File: config.mk
export PLATFORM = sky130hd
export DESIGN_NAME = uwb_ascii_range_report_parser_unit_flat
export DESIGN_NICKNAME = d
export VERILOG_FILES = /design/src/uarp_pkg.sv /design/src/uarp_rx_if.sv /design/src/uarp_report_if.sv /design/src/uwb_ascii_range_report_parser_unit.sv /design/src/flat_wrapper.sv
export SDC_FILE = /design/constraint.sdc
export NUM_CORES = 1
export LEC_CHECK = 0
export BUFFER_PORTS_ARGS = -buffer_cell sky130_fd_sc_hd__buf_2
export CORE_UTILIZATION = 55
export DETAILED_ROUTE_END_ITERATION = 8
export GPL_TIMING_DRIVEN = 1
export PLACE_DENSITY = 0.76
export SKIP_LAST_GASP = 1
export SLEW_MARGIN = 10
export SYNTH_ARGS = -nofsm -noshare
export SYNTH_HDL_FRONTEND = slang
export SYNTH_SLANG_ARGS = --single-unit
File: constraint.sdc
create_clock -name clk -period 4 [get_ports clk]
set_input_delay 0.8 -clock clk [delete_from_list [all_inputs] [get_ports clk]]
set_output_delay 0.8 -clock clk [all_outputs]
set_load 0.01 [all_outputs]
File: src/uarp_pkg.sv
// Package for the UWB ASCII range report parser: character codes and record offsets.
package uarp_pkg;

	localparam logic [7:0] CH_START = 8'h24;
	localparam logic [7:0] CH_CR    = 8'h0D;
	localparam logic [7:0] CH_DOT   = 8'h2E;
	localparam logic [7:0] CH_ZERO  = 8'h30;
	localparam logic [7:0] CH_NINE  = 8'h39;
	localparam logic [7:0] CH_ONE   = 8'h31;

	localparam logic [3:0] OFS_ID    = 4'd10;
	localparam logic [3:0] OFS_VALUE = 4'd12;

endpackage

File: src/uarp_rx_if.sv
// Receive byte channel: one word is one ASCII byte plus its end-of-buffer mark.
interface uarp_rx_if;
	logic       valid;
	logic       ready;
	logic [7:0] data_byte;
	logic       last_in_buffer;

	modport source (output valid, output data_byte, output last_in_buffer, input ready);
	modport sink   (input valid, input data_byte, input last_in_buffer, output ready);
endinterface

File: src/uarp_report_if.sv
// Report channel: one word is one parser result.
interface uarp_report_if #(
	parameter int DISTANCE_BITS = 20
);
	logic                     valid;
	logic                     ready;
	logic                     record_done;
	logic [2:0]               anchor_id;
	logic [DISTANCE_BITS-1:0] distance_cm;
	logic                     record_error;
	logic                     buffer_done;
	logic                     all_present;

	modport source (
		output valid, output record_done, output anchor_id, output distance_cm,
		output record_error, output buffer_done, output all_present, input ready
	);
	modport sink (
		input valid, input record_done, input anchor_id, input distance_cm,
		input record_error, input buffer_done, input all_present, output ready
	);
endinterface

File: src/uwb_ascii_range_report_parser_unit.sv
// A result is registered when its byte is accepted on rx: into the output register, or into the skid
// if the output holds a word that is not being taken. Throughput: one byte per cycle while the skid is
// empty; the per-byte update of offset, accumulator and anchor registers is a single registered pass,
// and a one-word skid behind the output register keeps rx open while one result waits to be taken.
// Reset (arst_n low, asynchronous): no record open, all anchor distances zero,
// output and skid empty.
module uwb_ascii_range_report_parser_unit #(
	parameter int NUM_ANCHORS   = 4,
	parameter int DISTANCE_BITS = 20
) (
	input  logic                 clk,
	input  logic                 arst_n,
	uarp_rx_if.sink              rx,
	uarp_report_if.source        report
);

	localparam int ACC_W = DISTANCE_BITS + 4;
	localparam logic [DISTANCE_BITS-1:0] DIST_MAX = {DISTANCE_BITS{1'b1}};
	localparam logic [7:0] ID_HI = 8'(int'(uarp_pkg::CH_ZERO) + NUM_ANCHORS);

	// record state
	logic                     in_record_q;
	logic [3:0]               ofs_q;
	logic [7:0]               id_q;
	logic [DISTANCE_BITS-1:0] acc_q;
	logic                     bad_q;
	logic [DISTANCE_BITS-1:0] dist_q [NUM_ANCHORS];

	// next state
	logic                     in_record_n;
	logic [3:0]               ofs_n;
	logic [3:0]               ofs_inc;
	logic [7:0]               id_n;
	logic [DISTANCE_BITS-1:0] acc_n;
	logic                     bad_n;
	logic [DISTANCE_BITS-1:0] dist_n [NUM_ANCHORS];
	logic [ACC_W-1:0]         acc_mul;

	// result
	logic                     emit;
	logic                     r_done;
	logic [2:0]               r_aid;
	logic [DISTANCE_BITS-1:0] r_dist;
	logic                     r_err;
	logic                     r_bdone;
	logic                     r_allp;
	logic                     id_ok;
	logic                     accept;

	// output register and skid
	logic                     out_v_q;
	logic                     out_done_q;
	logic [2:0]               out_aid_q;
	logic [DISTANCE_BITS-1:0] out_dist_q;
	logic                     out_err_q;
	logic                     out_bdone_q;
	logic                     out_allp_q;
	logic                     skid_v_q;
	logic                     skid_done_q;
	logic [2:0]               skid_aid_q;
	logic [DISTANCE_BITS-1:0] skid_dist_q;
	logic                     skid_err_q;
	logic                     skid_bdone_q;
	logic                     skid_allp_q;
	logic                     out_take;

	assign rx.ready = !skid_v_q;
	assign accept   = rx.valid && rx.ready;
	assign out_take = out_v_q && report.ready;

	assign id_ok   = (id_q >= uarp_pkg::CH_ONE) && (id_q <= ID_HI);
	assign ofs_inc = (ofs_q >= uarp_pkg::OFS_VALUE) ? uarp_pkg::OFS_VALUE : ofs_q + 4'd1;
	assign acc_mul = ({4'd0, acc_q} << 3) + ({4'd0, acc_q} << 1)
		+ {{(ACC_W-4){1'b0}}, rx.data_byte[3:0]};

	always_comb begin
		in_record_n = in_record_q;
		ofs_n       = ofs_q;
		id_n        = id_q;
		acc_n       = acc_q;
		bad_n       = bad_q;
		emit        = 1'b0;
		r_done      = 1'b0;
		r_aid       = 3'd0;
		r_dist      = '0;
		r_err       = 1'b0;
		r_bdone     = 1'b0;
		r_allp      = 1'b0;
		if (rx.data_byte == uarp_pkg::CH_START) begin
			in_record_n = 1'b1;
			ofs_n       = 4'd0;
			id_n        = 8'd0;
			acc_n       = '0;
			bad_n       = 1'b0;
		end else if (in_record_q) begin
			ofs_n = ofs_inc;
			if (ofs_inc == uarp_pkg::OFS_ID) begin
				id_n = rx.data_byte;
			end else if (ofs_inc > uarp_pkg::OFS_ID && rx.data_byte == uarp_pkg::CH_CR) begin
				emit        = 1'b1;
				in_record_n = 1'b0;
				if (!bad_q && id_ok) begin
					r_done = 1'b1;
					r_aid  = 3'(id_q - uarp_pkg::CH_ZERO);
					r_dist = acc_q;
				end else begin
					r_err = 1'b1;
				end
			end else if (ofs_inc == uarp_pkg::OFS_VALUE) begin
				if (rx.data_byte == uarp_pkg::CH_DOT) begin
					// skip decimal point
				end else if (rx.data_byte >= uarp_pkg::CH_ZERO
						&& rx.data_byte <= uarp_pkg::CH_NINE) begin
					acc_n = (acc_mul > {4'd0, DIST_MAX}) ? DIST_MAX
						: acc_mul[DISTANCE_BITS-1:0];
				end else begin
					bad_n = 1'b1;
				end
			end
		end
		// store into the addressed anchor before the presence check
		for (int k = 0; k < NUM_ANCHORS; k++) begin
			dist_n[k] = (r_done && id_q == 8'(int'(uarp_pkg::CH_ONE) + k)) ? acc_q : dist_q[k];
		end
		if (rx.last_in_buffer) begin
			emit        = 1'b1;
			in_record_n = 1'b0;
			r_bdone     = 1'b1;
			r_allp      = 1'b1;
			for (int k = 0; k < NUM_ANCHORS; k++) begin
				if (dist_n[k] == '0) r_allp = 1'b0;
			end
		end
	end

	always_ff @(posedge clk or negedge arst_n) begin
		if (!arst_n) begin
			in_record_q <= 1'b0;
			ofs_q       <= 4'd0;
			id_q        <= 8'd0;
			acc_q       <= '0;
			bad_q       <= 1'b0;
			for (int k = 0; k < NUM_ANCHORS; k++) dist_q[k] <= '0;
		end else if (accept) begin
			in_record_q <= in_record_n;
			ofs_q       <= ofs_n;
			id_q        <= id_n;
			acc_q       <= acc_n;
			bad_q       <= bad_n;
			for (int k = 0; k < NUM_ANCHORS; k++) dist_q[k] <= dist_n[k];
		end
	end

	always_ff @(posedge clk or negedge arst_n) begin
		if (!arst_n) begin
			out_v_q  <= 1'b0;
			skid_v_q <= 1'b0;
		end else if (skid_v_q) begin
			// drain skid into the output register
			if (out_take) begin
				out_v_q  <= 1'b1;
				skid_v_q <= 1'b0;
			end
		end else if (accept && emit) begin
			if (!out_v_q || out_take) out_v_q <= 1'b1;
			else skid_v_q <= 1'b1;
		end else if (out_take) begin
			out_v_q <= 1'b0;
		end
	end

	always_ff @(posedge clk) begin
		if (skid_v_q) begin
			if (out_take) begin
				out_done_q  <= skid_done_q;
				out_aid_q   <= skid_aid_q;
				out_dist_q  <= skid_dist_q;
				out_err_q   <= skid_err_q;
				out_bdone_q <= skid_bdone_q;
				out_allp_q  <= skid_allp_q;
			end
		end else if (accept && emit) begin
			if (!out_v_q || out_take) begin
				out_done_q  <= r_done;
				out_aid_q   <= r_aid;
				out_dist_q  <= r_dist;
				out_err_q   <= r_err;
				out_bdone_q <= r_bdone;
				out_allp_q  <= r_allp;
			end else begin
				skid_done_q  <= r_done;
				skid_aid_q   <= r_aid;
				skid_dist_q  <= r_dist;
				skid_err_q   <= r_err;
				skid_bdone_q <= r_bdone;
				skid_allp_q  <= r_allp;
			end
		end
	end

	assign report.valid        = out_v_q;
	assign report.record_done  = out_done_q;
	assign report.anchor_id    = out_aid_q;
	assign report.distance_cm  = out_dist_q;
	assign report.record_error = out_err_q;
	assign report.buffer_done  = out_bdone_q;
	assign report.all_present  = out_allp_q;

endmodule

File: src/flat_wrapper.sv
// flat-port wrapper written by rule: the top's interface ports become plain ports
module uwb_ascii_range_report_parser_unit_flat 
#(
	parameter int NUM_ANCHORS   = 4,
	parameter int DISTANCE_BITS = 20
)
  (clk, arst_n, rx_valid, rx_data_byte, rx_last_in_buffer, rx_ready, report_valid, report_record_done, report_anchor_id, report_distance_cm, report_record_error, report_buffer_done, report_all_present, report_ready);
  uarp_rx_if rx_i ();
  uarp_report_if #(.DISTANCE_BITS(DISTANCE_BITS)) report_i ();
  input  logic clk;
  input  logic arst_n;
  input wire logic [$bits(rx_i.valid)-1:0] rx_valid;
  input wire logic [$bits(rx_i.data_byte)-1:0] rx_data_byte;
  input wire logic [$bits(rx_i.last_in_buffer)-1:0] rx_last_in_buffer;
  output wire logic [$bits(rx_i.ready)-1:0] rx_ready;
  output wire logic [$bits(report_i.valid)-1:0] report_valid;
  output wire logic [$bits(report_i.record_done)-1:0] report_record_done;
  output wire logic [$bits(report_i.anchor_id)-1:0] report_anchor_id;
  output wire logic [$bits(report_i.distance_cm)-1:0] report_distance_cm;
  output wire logic [$bits(report_i.record_error)-1:0] report_record_error;
  output wire logic [$bits(report_i.buffer_done)-1:0] report_buffer_done;
  output wire logic [$bits(report_i.all_present)-1:0] report_all_present;
  input wire logic [$bits(report_i.ready)-1:0] report_ready;
  assign rx_i.valid = rx_valid;
  assign rx_i.data_byte = rx_data_byte;
  assign rx_i.last_in_buffer = rx_last_in_buffer;
  assign rx_ready = rx_i.ready;
  assign report_valid = report_i.valid;
  assign report_record_done = report_i.record_done;
  assign report_anchor_id = report_i.anchor_id;
  assign report_distance_cm = report_i.distance_cm;
  assign report_record_error = report_i.record_error;
  assign report_buffer_done = report_i.buffer_done;
  assign report_all_present = report_i.all_present;
  assign report_i.ready = report_ready;
  uwb_ascii_range_report_parser_unit #(.NUM_ANCHORS(NUM_ANCHORS), .DISTANCE_BITS(DISTANCE_BITS)) u_core (.clk(clk), .arst_n(arst_n), .rx(rx_i), .report(report_i));
endmodule
Yosys cells after proc, flatten, opt, wreduce, memory -nomap -nowiden
Cells that the tools add are included.
{"block": "totals", "ff_bits": 170, "in_bits": 13, "out_inout_bits": 29, "wordCells": 178}
{"block": "classes", "addsub": 4, "n_lt_le_gt_ge": 7, "eq_ne": 15, "muxes": 94, "bitwise_logic": 2, "reduce_logical": 33}
{"operator": "20-bit 2-to-1 mux", "count": 21}
{"operator": "20-bit logical NOT", "count": 4}
{"operator": "1-bit 2-to-1 mux", "count": 58}
{"operator": "8-bit by 6-bit == test with 1-bit output (second input constant)", "count": 6}
{"operator": "3-bit 2-to-1 mux", "count": 9}
{"operator": "23-bit by 21-bit adder with 24-bit output", "count": 1}
{"operator": "24-bit by 4-bit adder with 24-bit output", "count": 1}
{"operator": "24-bit by 20-bit > comparator with 1-bit output (second input constant)", "count": 1}
{"operator": "8-bit 2-to-1 mux", "count": 3}
{"operator": "8-bit by 6-bit greater-or-equal comparator with 1-bit output (second input constant)", "count": 2}
{"operator": "8-bit by 6-bit <= comparator with 1-bit output (second input constant)", "count": 2}
{"operator": "7-bit AND reduction", "count": 2}
{"operator": "2-bit nonzero test", "count": 7}
{"operator": "4-bit 2-to-1 mux", "count": 3}
{"operator": "3-bit AND reduction", "count": 4}
{"operator": "1-bit logical AND", "count": 11}
{"operator": "4-bit == test (second input constant)", "count": 2}
{"operator": "8-bit by 4-bit == test with 1-bit output (second input constant)", "count": 1}
{"operator": "2-bit by 1-bit != test with 1-bit output (second input constant)", "count": 4}
{"operator": "4-bit by 1-bit adder with 4-bit output (second input constant)", "count": 1}
{"operator": "4-bit greater-or-equal comparator (second input constant)", "count": 1}
{"operator": "4-bit > comparator (second input constant)", "count": 1}
{"operator": "1-bit logical NOT", "count": 3}
{"operator": "3-bit by 2-bit != test with 1-bit output (second input constant)", "count": 1}
{"operator": "other kinds (5)", "count": 6}

Depth between registers and ports, before layout
Gate-level depths: netlist of the first run.
{"block": "logic_depth", "ltp_word": 19, "depth_mapped": 11, "ltp_nobuf": 10}

Least setup slack after synthesis of the first run
OpenSTA, ideal clock, no wires.
{"block": "synth_path", "path_kind": "input -> register", "startpoint": "input rx_data_byte[4]", "endpoint": "register u_core.out_allp_q, in the netlist u_core.report.all_present, enable pin", "setup_ns": 0.453, "arrival_ns": 3.659, "required_ns": 3.547, "path_slack_ns": -0.111, "stages": 5, "path_buffers": 0, "path_cell_list": "nor4b_1 -> o31ai_1 -> nor3_1 -> o21ai_0 -> a21boi_0"}
{"block": "synth_via", "elab_chain_cells": 10, "elab_cells_between_ends": 11, "classes_between": "2 x eq/ne; 5 x mux; 4 x reduce/logical"}
{"item": "from (decl)", "line_no": "flat_wrapper.sv:13", "text": "input wire logic [$bits(rx_i.data_byte)-1:0] rx_data_byte;"}
{"item": "8-bit by 4-bit == test with 1-bit output", "line_no": "uwb_ascii_range_report_parser_unit.sv:99", "text": "end else if (ofs_inc > uarp_pkg::OFS_ID && rx.data_byte == uarp_pkg::CH_CR) begin"}
{"item": "1-bit logical AND", "line_no": "uwb_ascii_range_report_parser_unit.sv:99"}
{"item": "1-bit 2-to-1 mux", "line_no": "uwb_ascii_range_report_parser_unit.sv:99"}
{"item": "1-bit 2-to-1 mux", "line_no": "uwb_ascii_range_report_parser_unit.sv:97", "text": "if (ofs_inc == uarp_pkg::OFS_ID) begin"}
{"item": "1-bit 2-to-1 mux", "line_no": "uwb_ascii_range_report_parser_unit.sv:95", "text": "end else if (in_record_q) begin"}
{"item": "1-bit 2-to-1 mux *", "line_no": "uwb_ascii_range_report_parser_unit.sv:89", "text": "if (rx.data_byte == uarp_pkg::CH_START) begin"}
{"item": "1-bit 2-to-1 mux *", "line_no": "uwb_ascii_range_report_parser_unit.sv:125", "text": "if (rx.last_in_buffer) begin"}
{"item": "1-bit logical AND *", "line_no": "uwb_ascii_range_report_parser_unit.sv:182", "text": "end else if (accept && emit) begin"}
{"item": "2-bit nonzero test (no line) *"}
{"item": "3-bit AND reduction (no line) *"}
{"item": "to (signal assigned)", "line_no": "uwb_ascii_range_report_parser_unit.sv:180", "text": "out_allp_q <= skid_allp_q;"}
{"item": "to (signal assigned)", "line_no": "uwb_ascii_range_report_parser_unit.sv:189", "text": "out_allp_q <= r_allp;"}
{"item": "to (decl)", "line_no": "uwb_ascii_range_report_parser_unit.sv:57", "text": "logic out_allp_q;"}
Every way passes the cells marked *; elsewhere a longest branch is shown, timed or not.
A chain may end at the register's enable or synchronous reset.

Worst setup path in the final report of the first run
{"block": "layout_path", "startpoint": "register u_core.acc_q[6]", "endpoint": "register u_core.acc_q[9]"}
{"block": "layout_via", "elab_chain_cells": 11}
{"item": "from (decl)", "line_no": "uwb_ascii_range_report_parser_unit.sv:25", "text": "logic [DISTANCE_BITS-1:0] acc_q;"}
{"item": "from (signal assigned)", "line_no": "uwb_ascii_range_report_parser_unit.sv:148", "text": "acc_q <= acc_n;"}
{"item": "23-bit by 21-bit adder with 24-bit output *", "line_no": "uwb_ascii_range_report_parser_unit.sv:73", "text": "assign acc_mul = ({4'd0, acc_q} << 3) + ({4'd0, acc_q} << 1)"}
{"item": "24-bit by 4-bit adder with 24-bit output *", "line_no": "uwb_ascii_range_report_parser_unit.sv:74", "text": "+ {{(ACC_W-4){1'b0}}, rx.data_byte[3:0]};"}
{"item": "24-bit by 20-bit > comparator with 1-bit output", "line_no": "uwb_ascii_range_report_parser_unit.sv:114", "text": "acc_n = (acc_mul > {4'd0, DIST_MAX}) ? DIST_MAX"}
{"item": "20-bit 2-to-1 mux *", "line_no": "uwb_ascii_range_report_parser_unit.sv:114"}
{"item": "20-bit 2-to-1 mux *", "line_no": "uwb_ascii_range_report_parser_unit.sv:112", "text": "end else if (rx.data_byte >= uarp_pkg::CH_ZERO"}
{"item": "20-bit 2-to-1 mux *", "line_no": "uwb_ascii_range_report_parser_unit.sv:110", "text": "if (rx.data_byte == uarp_pkg::CH_DOT) begin"}
{"item": "20-bit 2-to-1 mux *", "line_no": "uwb_ascii_range_report_parser_unit.sv:109", "text": "end else if (ofs_inc == uarp_pkg::OFS_VALUE) begin"}
{"item": "20-bit 2-to-1 mux *", "line_no": "uwb_ascii_range_report_parser_unit.sv:99"}
{"item": "20-bit 2-to-1 mux *", "line_no": "uwb_ascii_range_report_parser_unit.sv:97"}
{"item": "20-bit 2-to-1 mux *", "line_no": "uwb_ascii_range_report_parser_unit.sv:95"}
{"item": "20-bit 2-to-1 mux *", "line_no": "uwb_ascii_range_report_parser_unit.sv:89"}
Every way passes the cells marked *; elsewhere a longest branch is shown, timed or not. The select of a mux whose other input is x is not followed.

==> flow_summary.yaml, run 1 <==
cts:
  h-tree-depth: 4
  clock_latency_ns: 0.43
  ctsHoldBuffers: 0
  cts_buffer_depth: 2
  cts_root_buffer: "clkbuf_16"
  cts_tree: "built"
  clkTransAtPathRegs_ns: 0.07
  cts_buffers: 17
  clock_sinks: 170
  postCtsSetupBuffers: 0
setup_path:
  worstPathMaxFanout: 20
  cp_num_buf_inv: 1
  cp.required_ns: 4.26
  crit_chain: "ha_1 -> ha_1 -> a21o_1 -> nand3_1 -> a311o_1 -> a211oi_1 -> buf_4 -> o21ai_0 -> o32ai_4 -> a31oi_1"
  crit_family: "compound AO/OA/AOI/OAI gates"
  crit_arrival_ns: 3.88
  crit_type: "flip-flop to flip-flop"
  max_stage_delay_ns: 0.61
  critPathMostFrequentCell: "ha_1"
  crit_path_top_delay_cell: "dfrtp_1"
  critPathLaunchType: "flip-flop"
  ff2ff_path_depth: 10
  r2r-end: "u_core.acc_q[9]"
  end_kind: "flip-flop"
  r2r_setup_slack_ns: 0.38
  r2r_start: "u_core.acc_q[6]"
placed_design:
  place.gp.congestion: 0.8527
  hpwl_microns: 12750
  place_ws_ns: -0.1940
  io_buffers: 41
drt:
  num_vias: 5735
  wire_per_inst_microns: 20.40
  vias_per_cell: 6.268
  postRouteWirelength_microns: 18660
  ant_nets: 0
  drt_iter0_markers: 427
  drtPass1Iterations: 6
  drc: 0
sta:
  clock-skew-final_ns: 0.009957
  slew-limit-headroom_pct: 44.01
  fin_ws_ns: 0.3779
  min_period_ns: 3.622
  tns_ns: 0
  worstMarginPinSlew_ns: 0.8399
  maxSlewViolCount: 0
  rsz0062_at_grt: "no"
  finalHoldViolCount: 0
  fmax_mhz: 276.1
  fin_crit_sh_pct: 90.55
  finalSetupViolCount: 0
synth:
  avgSynthCellArea_sq_um: 12.74
  ys_async_sr_fraction_pct: 68.24
  synth_cell_types: 70
  synth_area_leaders: "dfrtp_1 35%, edfxtp_1 19%, mux2_2 15%"
  yosysTopAreaCellShare_pct: 34.78
  synth_enable_flop_cells: 54
  ys.flop_type: "dfrtp_1"
  netlist_instances: 655
  ys_seq_elements: 170
  ys_seq_area_share_pct: 54.21
  yosysWarnings: 0
  synth_area_leader_cell: "dfrtp_1"
  syn-cell-area_sq_um: 8346
  synth_nets: 710
final_layout:
  regArea_sq_um: 4524
  final_net_count: 773
  syn2layout_area_growth_pct: 14.35
  multiInputGateArea_sq_um: 3666
  drive_above_1_share_pct: 31.05
  fill_cells: 1078
  antenna_cells: 0
grt:
  first_global_vias: 5895
  gr-total-overflow: 0
  grt_pass1_wl_microns: 30360
  grtUsageMet3_pct: 4.921
  grt.busiest_layer: "met2"
  grtUsageMet2_pct: 41.14
  grt_max_degree: 96
  antenna_found_initial: 0
  grtUsageMet1_pct: 32.16
  track_usage_pct: 24.96
power_and_ir_drop:
  worst_ir_drop_vdd_v: 0.0002839
  powerDensity_nw_per_um2: 445.3
  leakagePower_nw: 4.487
run:
  cap_violations: 0
die:
  start_util_pct: 56.99
  placementRows: 44
  dieArea_sq_um: 15670
  ios: 42
  fp.coreArea_sq_um: 14640
  fp.dieH_microns: 125.2
  die_w_microns: 125.2
run_status:
  status: "finished, final reports clean"
min_path:
  hold_class: "primary input to async pin"
logic make-up (layout without fill, tap and decap cells):
kind of cell | after synthesis | in the layout | synth area share [%]
muxes | 111 | 111 | 14.98
DFF | 170 | 170 | 54.21
adders and majority gates | 42 | 42 | 6.477
xor gates and xnor gates | 15 | 15 | 1.574
and+or+nand+nor | 160 | 160 | 11.20
AOI/OAI and AO/OA | 118 | 118 | 9.340
buffers and inverters | 39 | 115 | 2.219
synth_stat cells (all sizes together) (3+ instances only):
| cell | count |
|---|---|
| a2111oi | 3 |
| a211oi | 4 |
| a21o | 4 |
| a21oi | 14 |
| a31oi | 26 |
| and2 | 23 |
| and3 | 4 |
| buf | 13 |
| clkbuf | 15 |
| dfrtp | 116 |
| edfxtp | 54 |
| ha | 40 |
| inv | 10 |
| mux2 | 111 |
| nand2 | 18 |
| nand2b | 4 |
| nand3 | 16 |
| nand4b | 6 |
| nor2 | 30 |
| nor2b | 4 |
| nor3 | 6 |
| nor4 | 27 |
| o2111ai | 3 |
| o21a | 4 |
| o21ai | 40 |
| o21bai | 3 |
| or3 | 3 |
| xnor2 | 6 |
| xor2 | 9 |
how the worst max path moves through the flow:
| stage | cells past startpoint | endpoint | slack, ns | start |
|---|---|---|---|---|
| finish | 10 | u_core.acc_q[9] | 0.38 | u_core.acc_q[6] |
| global route | 10 | u_core.acc_q[15] | 0.15 | u_core.acc_q[6] |
| CTS | 9 | u_core.acc_q[9] | 0.25 | rx_data_byte[3] |
| detailed placement | 9 | u_core.acc_q[17] | -0.19 | rx_data_byte[3] |
| global placement | 9 | u_core.acc_q[0] | -0.04 | rx_data_byte[3] |
| floorplan | 10 | u_core.acc_q[10] | 0.40 | rx_data_byte[3] |
worst reg2reg max path: stages (launching register included):
cell and delay [ns]:
dfrtp_1 0.61, ha_1 0.31, ha_1 0.38, a21o_1 0.16, nand3_1 0.08, a311o_1 0.37, a211oi_1 0.54, buf_4 0.21
o21ai_0 0.13, o32ai_4 0.46, a31oi_1 0.19
layout by cell type (no fill, tap or decap), types with 3 or more instances in the layout:
| master | instances |
|---|---|
| o21a_1 | 4 |
| o2111ai_1 | 3 |
| inv_6 | 4 |
| mux2_2 | 110 |
| a211oi_1 | 3 |
| xnor2_1 | 6 |
| clkinv_4 | 3 |
| nor2_1 | 29 |
| buf_4 | 30 |
| nand3_1 | 16 |
| bufinv_16 | 4 |
| inv_1 | 10 |
| nor2b_1 | 4 |
| a21o_1 | 4 |
| nand4b_1 | 6 |
| xor2_1 | 9 |
| nor3_1 | 5 |
| ha_1 | 40 |
| o21bai_1 | 3 |
| dfrtp_1 | 116 |
| a31oi_1 | 25 |
| clkbuf_16 | 17 |
| or3_1 | 3 |
| nor4_1 | 26 |
| o21ai_0 | 38 |
| a21oi_1 | 13 |
| and2_1 | 23 |
| and3_1 | 4 |
| nand2_1 | 18 |
| edfxtp_1 | 54 |
| nand2b_1 | 3 |
| buf_2 | 40 |
routing by layer:
metal / routed length [microns] / share of wire, %
met5: 0 / 0
met1: 8019 / 43
met3: 773 / 4.1
met4: 575 / 3.1
met2: 9294 / 50
sequential cells by signal (all words and copies together), names as in the netlist, 3 cells and up:
signal / count
u_core.dist_q: 80
u_core.id_q: 8
u_core.skid_aid_q: 3
u_core.report.distance_cm: 20
u_core.report.anchor_id: 3
u_core.acc_q: 20
u_core.ofs_q: 4
u_core.skid_dist_q: 20
what timing repair did:
item                       CTS  global route
setup endpoints to repair    0             2
resized for setup            0             1
hold endpoints to repair     0             0
final cells by class:
cell class | count | share of cell area [%]
well taps | 184 | 2.412
repair buffers | 72 | 4.786
inverters | 11 | 0.4327
multi-input cells | 446 | 38.42
clock inverters | 13 | 2.006
clock buffers | 19 | 4.537
flip-flops and latches | 170 | 47.41
power breakdown:
part	leakage [nW]	switching (mW)	internal (mW)	total, mW
clock network	0.307	0.686	1.05	1.74
logic	2.07	0.278	0.209	0.487
registers	2.11	0.0714	1.95	2.02
stage by stage:
| stage | instances | hold slack [ns] | power, mW | util (%) | area (sq um) |
|---|---|---|---|---|---|
| detailed placement | 883 | 0.4939 | 2.544 | 60.80 | 8904 |
| global placement | 883 | 0.4655 | 2.523 | 60.80 | 8904 |
| CTS | 915 | 0.5080 | 4.276 | 65.06 | 9528 |
| global route | 915 | 0.5099 | 4.401 | 65.17 | 9543 |
| floorplan | 655 | 0.4569 | 2.355 | - | 8346 |
| finish | 915 | 0.4374 | 4.249 | 65.17 | 9543 |
(Power assumes the default switching activity.)
==> run 2, diff against run 1 <==
RECOVER_POWER = 100   (was default)
==> run 2 against run 1 <==
Against the previous run: the flow now finishes with violations (DRC, capacitance limit, slew limit); sequential cell count did not move; combinational power fell by 6.2%; first-iteration DRC count fell by 4.0%; global-route usage did not move; largest cell class unchanged; register-to-register slack got worse by 0.05 ns; sequential share of layout area rose by 0.50 points.
==> flow_summary.yaml, run 2 (synthesized netlist as in run 1, its figures left out) <==
run_status:
  status: "finished with violations"
  violations: "DRC, capacitance limit, slew limit"
setup_path:
  cp.required_ns: 4.18
  worstPathMaxFanout: 21
  r2r_setup_slack_ns: 0.33
  crit_type: "flip-flop to flip-flop"
  crit_arrival_ns: 3.85
  end_kind: "flip-flop"
  critPathLaunchType: "flip-flop"
grt:
  grt_max_degree: 96
  track_usage_pct: 24.96
  grt_pass1_wl_microns: 30360
  gr-total-overflow: 0
  antenna_found_initial: 0
  first_global_vias: 5895
sta:
  min_period_ns: 3.674
  worstMarginPinSlew_ns: 2.287
  finalSetupViolCount: 0
  fin_ws_ns: 0.3258
  maxSlewViolCount: 96
  fin_crit_sh_pct: 91.85
  finalHoldViolCount: 0
  rsz0062_at_grt: "no"
  slew-limit-headroom_pct: -52.47
  clock-skew-final_ns: 0.01053
  fmax_mhz: 272.2
min_path:
  hold_class: "flip-flop to flip-flop"
cts:
  clock_latency_ns: 0.42
  postCtsSetupBuffers: 0
  cts_buffer_depth: 2
  cts_root_buffer: "clkbuf_16"
  cts_resized: 0
  cts_buffers: 17
  cts_tree: "built"
  clkTransAtPathRegs_ns: 0.07
  h-tree-depth: 4
  ctsHoldBuffers: 0
  clock_sinks: 170
placed_design:
  hpwl_microns: 12750
  place.gp.congestion: 0.8527
  io_buffers: 41
  place_ws_ns: -0.1940
die:
  die_w_microns: 125.2
  dieArea_sq_um: 15670
  ios: 42
  start_util_pct: 56.99
  fp.coreArea_sq_um: 14640
  placementRows: 44
  fp.dieH_microns: 125.2
drt:
  drtPass1Iterations: 9
  wire_per_inst_microns: 20.40
  drt_iter0_markers: 410
  ant_nets: 0
  vias_per_cell: 6.247
  num_vias: 5716
  postRouteWirelength_microns: 18670
  drc: 8
final_layout:
  syn2layout_area_growth_pct: 13.16
  drive_above_1_share_pct: 25.58
  final_util_pct: 64.49
  top_register: "u_core.dist_q"
  final_common_cell: "dfrtp_1"
  final_cell_mix: "116 x dfrtp_1, 110 x mux2_2, 54 x edfxtp_1"
  final_net_count: 773
  antenna_cells: 0
  largest_reg_flops: 80
power_and_ir_drop:
  worst_ir_drop_vdd_v: 0.0002780
  leakagePower_nw: 4.341
  powerDensity_nw_per_um2: 447.0
run:
  cap_violations: 1
run 2: changes by cell type in the layout (fill, tap and decap cells not counted), moves of 4 or more:
cell	previous run	this run
buf_4	30	22
and2_1	23	1
clkbuf_2	0	4
and2_0	0	22
buf_2	40	10
clkbuf_1	2	37
run 2: path summary, 6_finish.rpt:
path / to / cells after the start / from
setup reg to reg: u_core.report.all_present / 7 / u_core.id_q[1]
max in group asynchronous: u_core.dist_q[3] / 2 / arst_n
min in group asynchronous: u_core.ofs_q[3] / 1 / arst_n
hold reg to reg: u_core.id_q[4] / 1 / u_core.id_q[4]
hold / removal: u_core.id_q[4] / 1 / u_core.id_q[4]
setup / recovery: u_core.report.all_present / 7 / u_core.id_q[1]
run 2: critical path, cell delays in order, from the launching register on:
cell and delay, ns:
dfrtp_1 0.50, or3b_1 0.50, a2111o_1 0.46, nor4_1 1.01, buf_4 0.39, or2_2 0.16, a211oi_2 0.09, mux2_1 0.30
run 2: stage by stage:
step | TNS, ns | total power [mW] | std cells | hold slack, ns | area [sq um]
after floorplan | 0 | 2.355 | 655 | 0.4569 | 8346
after global placement | -0.5491 | 2.523 | 883 | 0.4655 | 8904
after detailed placement | -3.261 | 2.544 | 883 | 0.4939 | 8904
after CTS | 0 | 4.276 | 915 | 0.5080 | 9528
after global routing | 0 | 4.377 | 915 | 0.5098 | 9444
final | 0 | 4.221 | 915 | 0.5052 | 9444
run 2: final cells by class:
cell class | instances | area [sq um]
clock buffer | 19 | 432.9
clock inverter | 13 | 191.4
fill | 1120 | 5200
inverter | 11 | 41.29
multi-input combinational | 446 | 3637
sequential | 170 | 4524
tap | 184 | 230.2
timing repair buffer | 72 | 386.6
run 2: metal layers:
| layer | GRT usage, % | share of wire (%) | up-vias |
|---|---|---|---|
| met5 | 0 | 0 | - |
| met4 | 11.12 | 3.0 | 0 |
| met3 | 4.921 | 4.1 | 48 |
| met2 | 41.14 | 50 | 163 |
| met1 | 32.16 | 43 | 2891 |
| li1 | - | - | 2614 |
run 2: where the power goes:
group	internal (mW)	switching [mW]	leakage (nW)
registers	1.95	0.0743	2.11
clock network	1.05	0.681	0.307
logic	0.181	0.276	1.92
total	3.19	1.03	4.34
==> run 3, diff against run 2 <==
ABC_AREA = 1   (was default)
CORE_UTILIZATION = 56   (was 55)
==> run 3 against run 2 <==
Against the previous run: the run ends with capacitance limit, slew limit left; fmax is 7.3% higher; wire length is 21% higher; global-route usage is 2.5 points higher; die area is 11% higher; worst hold slack worse by 0.023 ns; utilization is 1.8 points lower; non-clock buffer count is 17 lower; critical path depth is 5 higher; clock skew is 0.0015 ns lower; largest power group unchanged; highest routed layer unchanged.
==> flow_summary.yaml, run 3 <==
sta:
  whs_ns: 0.4819
  worstMarginPinSlew_ns: 2.926
  tns_ns: 0
  min_period_ns: 3.424
  finalHoldViolCount: 0
  fin_crit_sh_pct: 85.59
  fmax_mhz: 292.1
  finalSetupViolCount: 0
  rsz0062_at_grt: "no"
  slew-limit-headroom_pct: -95.04
  clock-skew-final_ns: 0.009032
  maxSlewViolCount: 81
final_layout:
  largest_reg_flops: 80
  syn2layout_area_growth_pct: 9.821
  antenna_cells: 0
  final_cell_mix: "383 x nand2_1, 138 x nor2_1, 116 x dfrtp_1"
  final_net_count: 1255
  final_common_cell: "nand2_1"
  drive_above_1_share_pct: 5.771
  top_register: "u_core.dist_q"
  final_util_pct: 62.66
drt:
  wire_per_inst_microns: 15.82
  vias_per_cell: 5.628
  drtPass1Iterations: 6
  ant_nets: 0
  num_vias: 8065
  drt_iter0_markers: 760
  drc: 0
  postRouteWirelength_microns: 22670
grt:
  gr-total-overflow: 0
  antenna_found_initial: 0
  grtUsageMet3_pct: 4.652
  grtUsageMet2_pct: 44.03
  grtUsageMet1_pct: 38.38
  track_usage_pct: 27.50
  first_global_vias: 7574
  grt_pass1_wl_microns: 37990
  grt_max_degree: 107
  grt.busiest_layer: "met2"
synth:
  synth_cell_types: 47
  synth_area_leaders: "dfrtp_1 31%, edfxtp_1 17%, nand2_1 15%"
  synthTopCellsByCount: "383 x nand2_1, 138 x nor2_1, 116 x dfrtp_1"
  yosysWarnings: 0
  synth_nets: 1229
  syn-cell-area_sq_um: 9428
  yosysTopAreaCellShare_pct: 30.79
  synth_enable_flop_cells: 54
  synth_area_leader_cell: "dfrtp_1"
  avgSynthCellArea_sq_um: 8.030
  yosys.cell_count.top_type: "nand2_1"
  ys_seq_area_share_pct: 47.99
  ys.flop_type: "dfrtp_1"
  ys_seq_elements: 170
  ys_async_sr_fraction_pct: 68.24
  netlist_instances: 1174
cts:
  cts_resized: 0
  ctsHoldBuffers: 0
  postCtsSetupBuffers: 0
  clock_sinks: 170
  cts_buffers: 17
  cts_tree: "built"
  clock_latency_ns: 0.44
  cts_buffer_depth: 2
  clkTransAtPathRegs_ns: 0.06
  cts_root_buffer: "clkbuf_16"
  h-tree-depth: 4
setup_path:
  critPathLaunchType: "primary input"
  ff2ff_path_depth: 11
  r2r-end: "u_core.skid_dist_q[12]"
  worstPathMaxFanout: 19
  r2r_start: "u_core.ofs_q[0]"
  r2r_setup_slack_ns: 0.64
  cp.required_ns: 4.29
  crit_arrival_ns: 3.72
  end_kind: "flip-flop"
  crit_type: "primary input to flip-flop"
  critical_path.startpoint: "rx_data_byte[3]"
power_and_ir_drop:
  worst_ir_drop_vdd_v: 0.0003251
  powerDensity_nw_per_um2: 532.7
  leakagePower_nw: 4.711
  power.total_mw: 5.516
min_path:
  hold_depth: 2
  min-delay-start: "u_core.dist_q[28]"
  hold_class: "flip-flop to flip-flop"
  holdPathEnd: "u_core.dist_q[28]"
run_status:
  violations: "capacitance limit, slew limit"
  status: "finished with violations"
die:
  start_util_pct: 57.05
  placementRows: 47
  fp.coreArea_sq_um: 16520
  dieArea_sq_um: 17360
  die_w_microns: 131.8
  fp.dieH_microns: 131.8
  ios: 42
run:
  cap_violations: 2
placed_design:
  place.gp.congestion: 0.9329
  io_buffers: 41
  hpwl_microns: 15960
run 3: changes by cell type after synthesis, moves of 14 or more:
cell / change
nand2_1: +365
mux2_2: -109
nor2_1: +108
inv_1: +55
nand3_1: +52
o21ai_0: +52
o21ai_1: +26
nor4_1: -24
and2_1: -22
a31oi_1: +17
a21oi_1: +14
run 3: cell type report:
cell class,instances,area (sq um)
clock buffers,20,436.7
clock inverters,12,171.4
fillers,1456,6171
inverters,69,259.0
multi-input cells,887,4410
flip-flops and latches,170,4524
well taps,220,275.3
repair buffers,55,276.5
run 3: worst max-delay path, cell delays in order:
cell and delay (ns):
clkbuf_1 0.35, fa_1 0.53, fa_1 0.50, nand3_1 0.11, nand2_1 0.13, nand4_1 0.13, nand3_1 0.10, xor2_1 0.16
nor2_1 0.13, nand2_1 0.34, o21ai_0 0.30, o21ai_0 0.13
run 3: routing by layer:
metal / up-vias / part of all wire (%)
li1: 3963 / -
met1: 3823 / 46
met2: 242 / 46
met3: 37 / 5.6
met4: 0 / 2.5
met5: - / 0
run 3: worst max-delay path by stage:
stage                                     end  slack, ns  cells past startpoint
finish                       u_core.acc_q[12]       0.58                     12
global route           u_core.skid_dist_q[17]       0.24                     13
CTS                          u_core.acc_q[12]       0.72                     12
detailed placement           u_core.acc_q[12]       0.28                     12
global placement             u_core.acc_q[11]       0.39                     12
floorplan           u_core.report.all_present       0.60                      9
run 3: metrics by stage:
stage	cells	instance area (sq um)	setup WS (ns)
2_1_floorplan	1174	9428	0.5959
3_3_place_gp	1401	9804	0.3950
3_5_place_dp	1401	9804	0.2801
4_1_cts	1433	10410	0.7216
5_1_grt	1433	10350	0.2427
6_report	1433	10350	0.5763
run 3: power by group:
part           total, mW  switching, mW  internal [mW]
Clock               1.72          0.681           1.04
Combinational       1.51          0.998          0.515
Sequential          2.28          0.180           2.10
run 3: kinds of logic (layout without fill, tap and decap cells):
| family | count (synthesis) | count (layout) | synth area share [%] |
|---|---|---|---|
| fa+ha+maj | 42 | 42 | 5.733 |
| flops | 170 | 170 | 47.99 |
| simple gates | 621 | 621 | 27.26 |
| mux | 1 | 1 | 0.1194 |
| buf+inv | 117 | 156 | 5.216 |
| xor+xnor | 19 | 19 | 1.765 |
| compound gates | 204 | 204 | 11.92 |
